===== src/rtl/core/psd_pkg.sv =====
// Package for the PAM soft demapper: constants, tables and state enum.
package psd_pkg;

  localparam int MaxPointsDefault = 16;
  localparam int SampleW = 16;
  localparam int LlrW = 20;
  localparam int LimitW = 19;
  localparam int ScaleW = 24;
  localparam int SumW = 37;

  localparam logic [1:0] RegBps   = 2'd0;
  localparam logic [1:0] RegLabel = 2'd1;
  localparam logic [1:0] RegScale = 2'd2;
  localparam logic [1:0] RegLimit = 2'd3;

  localparam logic [63:0] Ln2Q32 = 64'd2977044472;

  typedef enum logic [3:0] {
    ST_IDLE,
    ST_DIST,
    ST_MIN,
    ST_EXP,
    ST_SUM,
    ST_LOGN,
    ST_LOGSQ,
    ST_SCALE,
    ST_OUT
  } state_t;

  typedef struct packed {
    logic       start;
    logic [1:0] sel;
  } log_req_t;

  typedef logic [20:0][32:0] exp_tab_t;

  // Rounded Q1.12 point magnitudes, indexed as in the sorted list per M.
  function automatic logic [12:0] point_mag(input logic [3:0] idx);
    logic [12:0] v;
    begin
      unique case (idx)
        4'd0:  v = 13'd4096;
        4'd1:  v = 13'd1832;
        4'd2:  v = 13'd5495;
        4'd3:  v = 13'd894;
        4'd4:  v = 13'd2681;
        4'd5:  v = 13'd4469;
        4'd6:  v = 13'd6257;
        4'd7:  v = 13'd444;
        4'd8:  v = 13'd1333;
        4'd9:  v = 13'd2221;
        4'd10: v = 13'd3110;
        4'd11: v = 13'd3998;
        4'd12: v = 13'd4887;
        4'd13: v = 13'd5776;
        4'd14: v = 13'd6664;
        default: v = 13'd0;
      endcase
      return v;
    end
  endfunction

  // exp(-2^(k-16)) in Q0.32, by repeated squaring in Q0.62.
  function automatic exp_tab_t build_exp_tab();
    exp_tab_t t;
    logic [63:0] c;
    logic [127:0] p;
    begin
      t = '0;
      c = (64'd1 << 62) - (64'd1 << 46) + (64'd1 << 29) - 64'd2731;
      for (int i = 0; i < 21; i++) begin
        t[i] = 33'((c + (64'd1 << 29)) >> 30);
        p = {64'd0, c} * {64'd0, c};
        c = p[125:62] + {63'd0, p[61]};
      end
      return t;
    end
  endfunction

  localparam exp_tab_t ExpTab = build_exp_tab();

  function automatic logic [32:0] exp_entry(input logic [4:0] k);
    return (k < 5'd21) ? ExpTab[k] : 33'd0;
  endfunction

endpackage


===== src/rtl/core/psd_mul.sv =====
// Shared 37x37 multiplier built from a 37x19 partial product, taken on the low and then the high part of b.
module psd_mul (
  input  logic         clk,
  input  logic         rst,
  input  logic         start,
  input  logic [36:0]  a,
  input  logic [36:0]  b,
  output logic         done,
  output logic [73:0]  p
);
  logic        phase;
  logic        run;
  logic [36:0] ra;
  logic [36:0] rb;
  logic [55:0] part;

  assign part = 56'(ra) * 56'(phase ? {1'b0, rb[36:19]} : rb[18:0]);

  always_ff @(posedge clk) begin
    if (rst) begin
      phase <= 1'b0;
      run   <= 1'b0;
      done  <= 1'b0;
    end else begin
      done <= 1'b0;
      if (start) begin
        phase <= 1'b0;
        run   <= 1'b1;
        ra    <= a;
        rb    <= b;
        p     <= '0;
      end else if (run && !phase) begin
        p     <= 74'(part);
        phase <= 1'b1;
      end else if (run) begin
        p     <= p + (74'(part) << 19);
        phase <= 1'b0;
        run   <= 1'b0;
        done  <= 1'b1;
      end
    end
  end
endmodule


===== src/rtl/core/pam_soft_demapper_llr_core.sv =====
// Top level: sequenced log-MAP soft demapper for M-PAM around one shared multiplier.
//  channel | dir | signals
//  in      | in  | in_valid, in_stall, sample
//  out     | out | out_valid, out_stall, llr, bit_index, last
//  cfg     | in  | psel, penable, pwrite, paddr, pwdata, prdata, pready
// Every product on the shared unit goes through issue, two partial products and retire.
// Per sample with M points: 2M products for distances and scaling, then per point
// one product per set bit among the low 21 bits of the exponent difference, then
// per label bit a pass summing the M terms, two log2 runs of 16 products and one
// ln2 product (skipped when a sum is empty). Input stalls while busy.
// Synchronous reset; no clearing pass. Output register holds until not stalled.
module pam_soft_demapper_llr_core #(
  parameter int MAX_POINTS = psd_pkg::MaxPointsDefault
) (
  input  logic        clk,
  input  logic        rst,
  input  logic        in_valid,
  output logic        in_stall,
  input  logic signed [15:0] sample,
  output logic        out_valid,
  input  logic        out_stall,
  output logic signed [19:0] llr,
  output logic [1:0]  bit_index,
  output logic        last,
  input  logic        psel,
  input  logic        penable,
  input  logic        pwrite,
  input  logic [4:0]  paddr,
  input  logic [63:0] pwdata,
  output logic [63:0] prdata,
  output logic        pready
);
  localparam int MaxBits = $clog2(MAX_POINTS + 1) - 1;

  logic [2:0]  bps;
  logic [63:0] label_table;
  logic [23:0] scale;
  logic [18:0] lim;

  psd_pkg::state_t state, state_next;

  logic signed [15:0] y;
  logic [2:0]  nb;
  logic [4:0]  npts;
  logic [4:0]  j;
  logic [4:0]  k;
  logic [4:0]  sq;
  logic [1:0]  bi;
  logic        side;
  logic        busy;
  logic [40:0] ex [16];
  logic [40:0] emin;
  logic [40:0] r;
  logic [40:0] ex_new;
  logic [32:0] acc;
  logic [32:0] term [16];
  logic [36:0] s0, s1;
  logic [36:0] m;
  logic signed [22:0] lg [2];
  logic [5:0]  pos;
  logic [15:0] frac;
  logic signed [19:0] res;

  logic        mstart;
  logic [36:0] ma, mb;
  logic        mdone;
  logic [73:0] mp;

  psd_mul u_mul (
    .clk(clk), .rst(rst), .start(mstart), .a(ma), .b(mb), .done(mdone), .p(mp)
  );

  logic        wr;
  logic [1:0]  ridx;
  assign pready = 1'b1;
  assign wr = psel && penable && pwrite;
  assign ridx = paddr[4:3];

  always_ff @(posedge clk) begin
    if (rst) begin
      bps         <= 3'd1;
      label_table <= 64'hFEDCBA9876543210;
      scale       <= 24'd32768;
      lim         <= 19'd102400;
    end else if (wr && paddr[2:0] == 3'd0) begin
      unique case (ridx)
        psd_pkg::RegBps:   bps         <= pwdata[2:0];
        psd_pkg::RegLabel: label_table <= pwdata;
        psd_pkg::RegScale: scale       <= pwdata[23:0];
        psd_pkg::RegLimit: lim         <= pwdata[18:0];
        default: ;
      endcase
    end
  end

  always_comb begin
    unique case (ridx)
      psd_pkg::RegBps:   prdata = {61'd0, bps};
      psd_pkg::RegLabel: prdata = label_table;
      psd_pkg::RegScale: prdata = {40'd0, scale};
      psd_pkg::RegLimit: prdata = {45'd0, lim};
      default:           prdata = '0;
    endcase
  end

  // effective bits per symbol
  logic [2:0] eb;
  always_comb begin
    eb = (bps == 3'd0) ? 3'd1 : (bps > 3'd4 ? 3'd4 : bps);
    if (eb > 3'(MaxBits)) eb = 3'(MaxBits);
  end

  // point j value
  logic [4:0] half;
  logic signed [6:0] o;
  logic [5:0] oabs;
  logic signed [16:0] xj;
  logic signed [17:0] d;
  assign half = npts >> 1;
  assign o = 7'(signed'({2'b0, j})) * 7'sd2 - 7'(signed'({2'b0, npts})) + 7'sd1;
  assign oabs = o[6] ? 6'(-o) : 6'(o);
  always_comb begin
    xj = 17'(signed'({1'b0, psd_pkg::point_mag(4'(half - 5'd1 + 5'((oabs - 6'd1) >> 1)))}));
    if (o[6]) xj = -xj;
  end
  assign d = 18'(y) - 18'(xj);

  assign ex_new = 41'((mp + (74'd1 << 23)) >> 24);
  assign r = ex[j[3:0]] - emin;

  logic [3:0] lab;
  logic       lbit;
  assign lab = label_table[4*j[3:0] +: 4];
  assign lbit = lab[2'(nb - 3'd1 - 3'(bi))];

  logic [36:0] ssel;
  assign ssel = side ? s1 : s0;

  logic [5:0] msb;
  always_comb begin
    msb = 6'd0;
    for (int i = 0; i < 37; i++) if (ssel[i]) msb = 6'(i);
  end

  logic signed [22:0] diff;
  logic [22:0] mag;
  assign diff = lg[0] - lg[1];
  assign mag = diff[22] ? 23'(-diff) : 23'(diff);

  logic [73:0] qraw;
  logic [36:0] q;
  assign qraw = (mp + (74'd1 << 37)) >> 38;
  assign q = 37'(qraw);

  always_comb begin
    state_next = state;
    unique case (state)
      psd_pkg::ST_IDLE:  if (in_valid) state_next = psd_pkg::ST_DIST;
      psd_pkg::ST_DIST:  if (mdone && side && j == npts - 5'd1) state_next = psd_pkg::ST_MIN;
      psd_pkg::ST_MIN:   state_next = psd_pkg::ST_EXP;
      psd_pkg::ST_EXP:   if (!busy && k == 5'd21 && j == npts - 5'd1)
                           state_next = psd_pkg::ST_SUM;
      psd_pkg::ST_SUM:   if (j == npts - 5'd1) state_next = psd_pkg::ST_LOGN;
      psd_pkg::ST_LOGN:  state_next = (s0 == 0 || s1 == 0) ? psd_pkg::ST_OUT
                                                            : psd_pkg::ST_LOGSQ;
      psd_pkg::ST_LOGSQ: if (mdone && sq == 5'd15)
                           state_next = side ? psd_pkg::ST_SCALE : psd_pkg::ST_LOGN;
      psd_pkg::ST_SCALE: if (mdone) state_next = psd_pkg::ST_OUT;
      psd_pkg::ST_OUT:   if (!out_valid || !out_stall)
                           state_next = (bi == 2'(nb - 3'd1)) ? psd_pkg::ST_IDLE
                                                             : psd_pkg::ST_SUM;
      default: state_next = psd_pkg::ST_IDLE;
    endcase
  end

  always_comb begin
    mstart = 1'b0;
    ma = '0;
    mb = '0;
    unique case (state)
      psd_pkg::ST_DIST: begin
        mstart = !busy;
        ma = side ? 37'(ex[j[3:0]]) : 37'(d[17] ? 18'(-d) : d);
        mb = side ? 37'(scale) : 37'(d[17] ? 18'(-d) : d);
      end
      psd_pkg::ST_EXP: begin
        mstart = !busy && k < 5'd21 && r[k];
        ma = 37'(acc);
        mb = 37'(psd_pkg::exp_entry(k));
      end
      psd_pkg::ST_LOGSQ: begin
        mstart = !busy;
        ma = m;
        mb = m;
      end
      psd_pkg::ST_SCALE: begin
        mstart = !busy;
        ma = 37'(mag);
        mb = 37'(psd_pkg::Ln2Q32);
      end
      default: ;
    endcase
  end

  assign in_stall = (state != psd_pkg::ST_IDLE);

  always_ff @(posedge clk) begin
    if (rst) begin
      state     <= psd_pkg::ST_IDLE;
      out_valid <= 1'b0;
      busy      <= 1'b0;
    end else begin
      state <= state_next;
      if (state == psd_pkg::ST_OUT && (!out_valid || !out_stall)) out_valid <= 1'b1;
      else if (out_valid && !out_stall) out_valid <= 1'b0;
      if (mdone) busy <= 1'b0;
      else if (mstart) busy <= 1'b1;
      unique case (state)
        psd_pkg::ST_IDLE: begin
          y <= sample;
          nb <= eb;
          npts <= 5'd1 << eb;
          j <= '0;
          side <= 1'b0;
          emin <= '1;
          bi <= '0;
        end
        psd_pkg::ST_DIST: if (mdone) begin
          if (!side) ex[j[3:0]] <= 41'(mp);
          else begin
            ex[j[3:0]] <= ex_new;
            if (ex_new < emin) emin <= ex_new;
            j <= (j == npts - 5'd1) ? '0 : j + 5'd1;
          end
          side <= !side;
        end
        psd_pkg::ST_MIN: begin
          k <= '0;
          acc <= 33'h100000000;
        end
        psd_pkg::ST_EXP: begin
          if (mdone) begin
            acc <= 33'((mp + (74'd1 << 31)) >> 32);
            k <= k + 5'd1;
          end else if (!busy && k < 5'd21 && !r[k] && !mstart) k <= k + 5'd1;
          if (!busy && k == 5'd21) begin
            term[j[3:0]] <= (r >= 41'd2097152) ? 33'd0 : acc;
            k <= '0;
            acc <= 33'h100000000;
            j <= (j == npts - 5'd1) ? '0 : j + 5'd1;
            if (j == npts - 5'd1) begin
              s0 <= '0;
              s1 <= '0;
            end
          end
        end
        psd_pkg::ST_SUM: begin
          if (lbit) s1 <= s1 + 37'(term[j[3:0]]);
          else s0 <= s0 + 37'(term[j[3:0]]);
          j <= (j == npts - 5'd1) ? '0 : j + 5'd1;
          side <= 1'b0;
        end
        psd_pkg::ST_LOGN: begin
          pos <= msb;
          m <= (msb >= 6'd30) ? 37'(ssel >> (msb - 6'd30)) : 37'(ssel << (6'd30 - msb));
          frac <= '0;
          sq <= '0;
          if (s0 == 0) begin
            res <= -20'(lim);
          end else if (s1 == 0) begin
            res <= 20'(lim);
          end
        end
        psd_pkg::ST_LOGSQ: if (mdone) begin
          sq <= sq + 5'd1;
          if (((mp + (74'd1 << 29)) >> 30) >= (74'd1 << 31)) begin
            m <= 37'(((mp + (74'd1 << 29)) >> 30) >> 1);
            frac <= {frac[14:0], 1'b1};
            if (sq == 5'd15)
              lg[side] <= 23'(signed'({1'b0, pos}) - 7'sd32) * 23'sd65536
                          + 23'({frac[14:0], 1'b1});
          end else begin
            m <= 37'((mp + (74'd1 << 29)) >> 30);
            frac <= {frac[14:0], 1'b0};
            if (sq == 5'd15)
              lg[side] <= 23'(signed'({1'b0, pos}) - 7'sd32) * 23'sd65536
                          + 23'({frac[14:0], 1'b0});
          end
          if (sq == 5'd15) side <= 1'b1;
        end
        psd_pkg::ST_SCALE: if (mdone) begin
          if (q > 37'(lim)) res <= diff[22] ? -20'(lim) : 20'(lim);
          else res <= diff[22] ? -20'(q) : 20'(q);
        end
        psd_pkg::ST_OUT: if (!out_valid || !out_stall) begin
          llr <= res;
          bit_index <= bi;
          last <= (bi == 2'(nb - 3'd1));
          bi <= bi + 2'd1;
          j <= '0;
          s0 <= '0;
          s1 <= '0;
        end
        default: ;
      endcase
    end
  end

  assert property (@(posedge clk) disable iff (rst)
    (state != psd_pkg::ST_IDLE) |-> in_stall)
    else $error("accepting while busy");
  assert property (@(posedge clk) disable iff (rst)
    (out_valid && out_stall) |=> out_valid)
    else $error("result dropped");
  assert property (@(posedge clk) disable iff (rst)
    (out_valid && out_stall) |=> ($stable(llr) && $stable(bit_index) && $stable(last)))
    else $error("stalled transaction changed");
  assert property (@(posedge clk) disable iff (rst)
    (out_valid && last) |-> (bit_index == 2'(nb - 3'd1)))
    else $error("last on wrong bit");
endmodule


===== config.mk =====
export PLATFORM = sky130hd
export DESIGN_NAME = pam_soft_demapper_llr_core
export DESIGN_NICKNAME = d
export VERILOG_FILES = /design/src/rtl/core/psd_pkg.sv /design/src/rtl/core/psd_mul.sv /design/src/rtl/core/pam_soft_demapper_llr_core.sv
export SDC_FILE = /design/constraint.sdc
export NUM_CORES = 2
export LEC_CHECK = 0
export BUFFER_PORTS_ARGS = -buffer_cell sky130_fd_sc_hd__buf_4
export CAP_MARGIN = 40
export CORE_MARGIN = 2
export CORE_UTILIZATION = 59
export CTS_BUF_LIST = sky130_fd_sc_hd__clkbuf_4 sky130_fd_sc_hd__clkbuf_8
export DETAILED_ROUTE_END_ITERATION = 16
export MAX_ROUTING_LAYER = met4
export PLACE_DENSITY = 0.75
export SYNTH_ARGS = -nofsm -noshare
export SYNTH_HDL_FRONTEND = slang
export SYNTH_SLANG_ARGS = --single-unit

===== constraint.sdc =====
create_clock -name clk -period 11.9 [get_ports clk]
set_clock_uncertainty 0.1 [all_clocks]
set_input_delay 2.975 -clock clk [delete_from_list [all_inputs] [get_ports clk]]
set_output_delay 2.975 -clock clk [all_outputs]
set_load 0.03 [all_outputs]

After elaboration in Yosys (flattened, before gate mapping) --
Memory sizes are Yosys's and may differ from the RTL's. A register that Yosys moved wholly into a read port is not among the register bits. Index checks and enable logic that the tools add are counted.
Word-level totals: register bits 557, bits in latches 0, memory bits (writable) 1230, bits in read-only memories 1264, bits of input ports 92, output and inout port bits 90, word-level logic and storage cells 347, memories 5
Memory list:
- (name not given) | depth 32, bits a word 33, read ports 1, clocked after memory_dff 1, wr ports 0, RTL line psd_pkg.sv:83 | return (k < 5'd21) ? ExpTab[k] : 33'd0;
- ex | depth 16, bits a word 41, read ports 1, clocked after memory_dff 1, wr ports 1, RTL line pam_soft_demapper_llr_core.sv:51 | logic [40:0] ex [16];
- term | depth 16, bits a word 33, read ports 1, clocked after memory_dff 1, wr ports 1, RTL line pam_soft_demapper_llr_core.sv:56 | logic [32:0] term [16];
- (name not given) | depth 16, bits a word 13, read ports 1, clocked after memory_dff 0, wr ports 0, RTL line psd_pkg.sv:41 | unique case (idx)
- lg | depth 2, bits a word 23, read ports 2, clocked after memory_dff 0, wr ports 1, RTL line pam_soft_demapper_llr_core.sv:59 | logic signed [22:0] lg [2];
Cells by class: add/sub/neg operators 33, multiply operators 1, divide/modulo/power cells 0, magnitude comparators 11, equal/unequal tests 35, shifts and indexed selects 4, multiplexer cells 154, bitwise gates (word level) 3, reduce and logical (&&, ||, !) cells 68
Operators with widths (count):
- 2-to-1 mux 37 bit | 12
- one-hot mux 37 bit (4 select lines) | 2
- one-hot mux 64 bit (4 select lines) | 1
- one-hot mux 37 bit (3 select lines) | 2
- 2-to-1 mux 6 bit | 35
- 2-to-1 mux 33 bit | 5
- 2-to-1 mux 41 bit | 4
- 2-to-1 mux 20 bit | 6
- one-hot mux 41 bit (2 select lines) | 1
- adder 37 x 33 -> 37 bit | 2
- adder 74 x 30 -> 74 bit, second input constant | 1
- adder 74 x 38 -> 74 bit, second input constant | 1
- adder 74 bit | 1
- zero test 37 bit | 2
- 2-to-1 mux 74 bit | 1
- one-hot mux 37 bit (2 select lines) | 1
- one-hot mux 33 bit (2 select lines) | 1
- adder 65 x 24 -> 65 bit, second input constant | 1
- adder 65 x 32 -> 65 bit, second input constant | 1
- indexed part select 64 x 7 -> 4 bit | 1
- multiplier 37 x 56 -> 56 bit | 1
- 2-to-1 mux 56 bit | 1
- 2-to-1 mux 5 bit | 11
- adder 23 x 16 -> 23 bit | 2
- other kinds (87) | 213

Logic depth before layout (Yosys ltp) --
depth after elaboration 41, depth in mapped cells 50, depth with buffers taken out 45

Modules after synthesis --
Synthesis repeated with hierarchy kept, for this count alone.
Second synthesis, totals: cells, all modules 10136, area, all modules 117265.0 sq um
By module, submodules not included:
- pam_soft_demapper_llr_core | times used 1, cells each 6734, area each 86485.4 sq um, sequential area each 48626.6 sq um
- psd_mul | times used 1, cells each 3402, area each 30779.5 sq um, sequential area each 4504.3 sq um

Least setup slack after synthesis --
OpenSTA, ideal clock, no wires.
path type register -> register, start point register (tool-made name), end point register u_mul.ra[0] (enable), library setup time 0.597 ns, arrival time 9.998 ns, data required time 11.203 ns, setup slack 1.205 ns, stages on the path, launching flop included 21, path buffers 3, clock period less this slack 10.695 ns, cells stage by stage dfxtp_1 -> buf_6 -> clkbuf_1 -> buf_1 -> mux4_2 -> mux4_2 -> inv_1 -> ha_1 -> inv_1 -> fa_1 -> a211oi_1 -> o21ai_1 -> a31o_2 -> a21o_1 -> o2111ai_1 -> or4b_1 -> a211oi_2 -> a41oi_1 -> nor2_1 -> a211oi_1 -> nor3_1
RTL lines:
- to (signal assigned) | RTL line psd_mul.sv:29 | ra <= a;
- to (decl) | RTL line psd_mul.sv:13 | logic [36:0] ra;

Worst setup path after layout --
start point register u_mul.phase, end point register u_mul.p[73] (data pin)
On the way: longest elaborated chain between the ends 4, elaborated cells on any way between the ends 7, classes of those cells 1 x add/sub; 1 x mul; 2 x mux; 3 x reduce/logical
RTL lines:
- from (decl) | RTL line psd_mul.sv:11 | logic phase;
- from (signal assigned) | RTL line psd_mul.sv:21 | phase <= 1'b0;
- from (signal assigned) | RTL line psd_mul.sv:27 | phase <= 1'b0;
- from (signal assigned) | RTL line psd_mul.sv:34 | phase <= 1'b1;
- 2-to-1 mux 19 bit | RTL line psd_mul.sv:17 | assign part = 56'(ra) * 56'(phase ? {1'b0, rb[36:19]} : rb[18:0]);
- multiplier 37 x 56 -> 56 bit | RTL line psd_mul.sv:17
- adder 74 bit | RTL line psd_mul.sv:36 | p <= p + (74'(part) << 19);
- 2-to-1 mux 74 bit | RTL line psd_mul.sv:35 | end else if (run) begin
- to (signal assigned) | RTL line psd_mul.sv:33 | p <= 74'(part);
- to (signal assigned) | RTL line psd_mul.sv:36
- to (decl) | RTL line psd_mul.sv:9 | output logic [73:0] p
Several ways; a longest one is shown, not always the timed one. The select of a mux whose other input is x is not followed. A chain may end at the register's enable or synchronous reset.

==> impl_results.md <==
- Num CTS Buffers: 313
- Synth warn: 0
- Area Overhead vs Synth: 9.59%
- Largest net degree at the start of global routing: 122
- Slew @ Worst Pin: 1.01 ns
- CP Launch Type: flip-flop
- Unique masters post-synth: 103
- Drt initial violations: 10900
- Die area: 200000 um^2
- Fin crit period: 11.30 ns
- Most frequent cells in the layout: edfxtp_1, nand2_1, inv_1
- GRT Total Usage: 38.3%
- Vias/cell: 6.45
- Final TNS setup: 0 ns
- Unrepaired setup endpoints after global routing: false
- FF+latch count, synth: 1821
- Setup violators final: 0
- Nets: 11300
- Ys flop type: edfxtp_1
- Achievable Freq: 88.5 MHz
- # DRC: 0
- Seq/Total Area, Yosys: 45.8%
- Vias in the first global route: 82500
- Area leader, netlist: edfxtp_1
- Post-Route WL: 371 mm
- Cts hold-fix bufs: 0
- Synth Area in XOR/XNOR: 3.27%
- Final hold vios: 0
- Worst Setup Path Type: reg2reg
- DIE HEIGHT: 447 um
- CTS Buffer Depth: 4
- FP Rows: 162
- Post-CTS Setup Bufs: 0
- # port buffers: 180
- ANT nets after route: 0
- CTS clk-pin slew, worst paths: 0.06 ns
- Outcome: finished clean
- Mapped Cells: 9936
- DR vias: 83800
- Share of the synthesized area in the top cell type: 43.1%
- Syn Nets: 11100
- Clk sinks: 1821
- Layout filler cell count: 14400
- WL/cell: 28.5 um
- Clk_lat worst skew: 1.10 ns
- Simple-gate share of the synthesized area: 11.6%
- Critical Path End Type: flip-flop
- Share of cells above drive strength 1: 14.5%
- Syn avg cell area: 11.7 um^2
- Placed cell area: 121000 um^2
- Crit Path Max Fanout: 37
- Final Cycle Share: 94.9%
- Mux contribution to synthesized area: 10.5%
- Drt pass-1 iters: 10
- Largest cells by area after synthesis: edfxtp_1, fa_1, mux4_2
- Die W: 447 um
- Req. time, crit path: 12.54 ns
- Max transition margin: 32.9%
- Complex-gate fraction of the synthesized area: 8.50%
- Max_cap viols: 0
- Arr. time, crit path: 11.94 ns
- Main combinational cell family by area after synthesis: adder cells
- Initial Utilization: 59.4%
- Top delay family on crit path: adder cells
- Number of flops mapped to enable cells by yosys: 1666
- Clock root buffer: clkbuf_8
- Crit path buf inv count: 3
- Core area: 195000 um^2
- Design Area, Final: 127000 um^2
- CP most frequent cell: fa_1
- Hold WC Path Type: reg2reg
- IO Count: 182
- Most common cell after layout, fill and taps aside: edfxtp_1
- CP max stage cell: dfxtp_1
- HPWL Detailed: 267 mm
- GPL Wtd Cong: 1.06
- CTS resizes: 0
- H-tree lvl count: 5
- Initial antenna violation count: 24
- Final Max Slew Viols: 0
- GR Overflow Total: 0
- Async SR Flop Fraction: 0%
- CTS tree: yes
- Max incr delay on CP: 0.95 ns
- Mapped cell area: 116000 um^2
- Adder-Cell Fraction of Synth Area: 15.3%
- Min Hold Slack: 0.318 ns
- First-pass GRT wire length: 544 mm
[cells by family (layout without fill, tap and decap cells)]
group | count (synthesis) | in the layout
muxes | 703 | 703
DFF | 1821 | 1821
and+or+nand+nor | 2905 | 2905
buffers and inverters | 1485 | 1900
AOI/OAI and AO/OA | 1532 | 1532
other | 2 | 25
xor gates and xnor gates | 432 | 432
adders and majority gates | 1056 | 1056
[worst register-to-register path: cells and delay by family (launching register included)]
family / cells / cell delay, ns
xor gates and xnor gates: 2 / 0.42
AOI/OAI and AO/OA: 15 / 3.70
adders and majority gates: 8 / 3.90
buffers and inverters: 3 / 0.43
DFF: 1 / 0.95
muxes: 1 / 0.64
and+or+nand+nor: 5 / 0.89
[Yosys cell counts, types with 27 or more instances]
cell type	count
a211oi_1	55
nand2b_1	72
o211ai_1	53
mux2i_1	208
a222oi_1	28
edfxtp_1	1666
a21oi_1	468
fa_1	602
dfxtp_1	155
inv_1	968
a22oi_1	41
or3_1	45
mux2_2	88
buf_1	90
xor2_1	170
o21bai_1	31
nor3_1	122
o21ai_0	314
nor2b_1	61
o22ai_1	27
nand4_1	56
nand3_1	152
a21o_1	135
and3_1	87
mux4_2	405
ha_1	454
xnor2_1	261
nor2_1	591
and2_1	337
a31oi_1	63
buf_2	34
nand2_1	1226
nor4_1	34
o21a_1	40
nand3b_1	40
clkbuf_1	371
[through the flow]
step	instances	util, %	worst slack (ns)
after floorplan	9936	-	1.20
after global placement	12400	61.7	0.946
after detailed placement	12400	62.0	0.664
after CTS	13000	65.0	0.584
after global routing	13000	65.1	0.0874
final	13000	65.1	0.604
[cell type report]
cell class                 instances  area, um^2  share of cell area, %
multi-input combinational       6630       57600                   45.3
sequential                      1821       53100                   41.8
clock buffer                     424        5270                   4.15
inverter                         973        3650                   2.88
timing repair buffer             398        3320                   2.61
tap                             2624        3280                   2.58
clock inverter                   105         754                  0.594
antenna                           23        57.6                 0.0453
[worst paths after layout]
check	start	end	slack [ns]	cells after the start
max	u_mul.phase	u_mul.p[73]	0.60	34
min	res[8]	llr[8]	0.32	0
max reg2reg	u_mul.phase	u_mul.p[73]	0.60	34
min reg2reg	res[8]	llr[8]	0.32	0
[registers in the layout (all words and copies together), names as in the netlist, 6 cells and up, named ones only]
register / count
acc: 33
emin: 41
ex: 656
frac: 15
label_table: 64
lg: 44
lim: 19
llr: 20
m: 37
pos: 6
res: 20
s0: 37
s1: 37
scale: 24
term: 528
u_mul.p: 74
u_mul.ra: 37
u_mul.rb: 37
y: 16
[routing by layer]
metal / vias to the layer above / GRT usage, % / share of wire, %
met4: 0 / 17.5 / 5.5
met3: 952 / 8.41 / 11
li1: 35800 / - / -
met2: 5029 / 58.0 / 46
met5: - / - / 0
met1: 42100 / 49.7 / 37
Power is left out: the tool's default activity adds up to more than one toggle a clock period on the data nets, which glitch-free logic cannot reach.
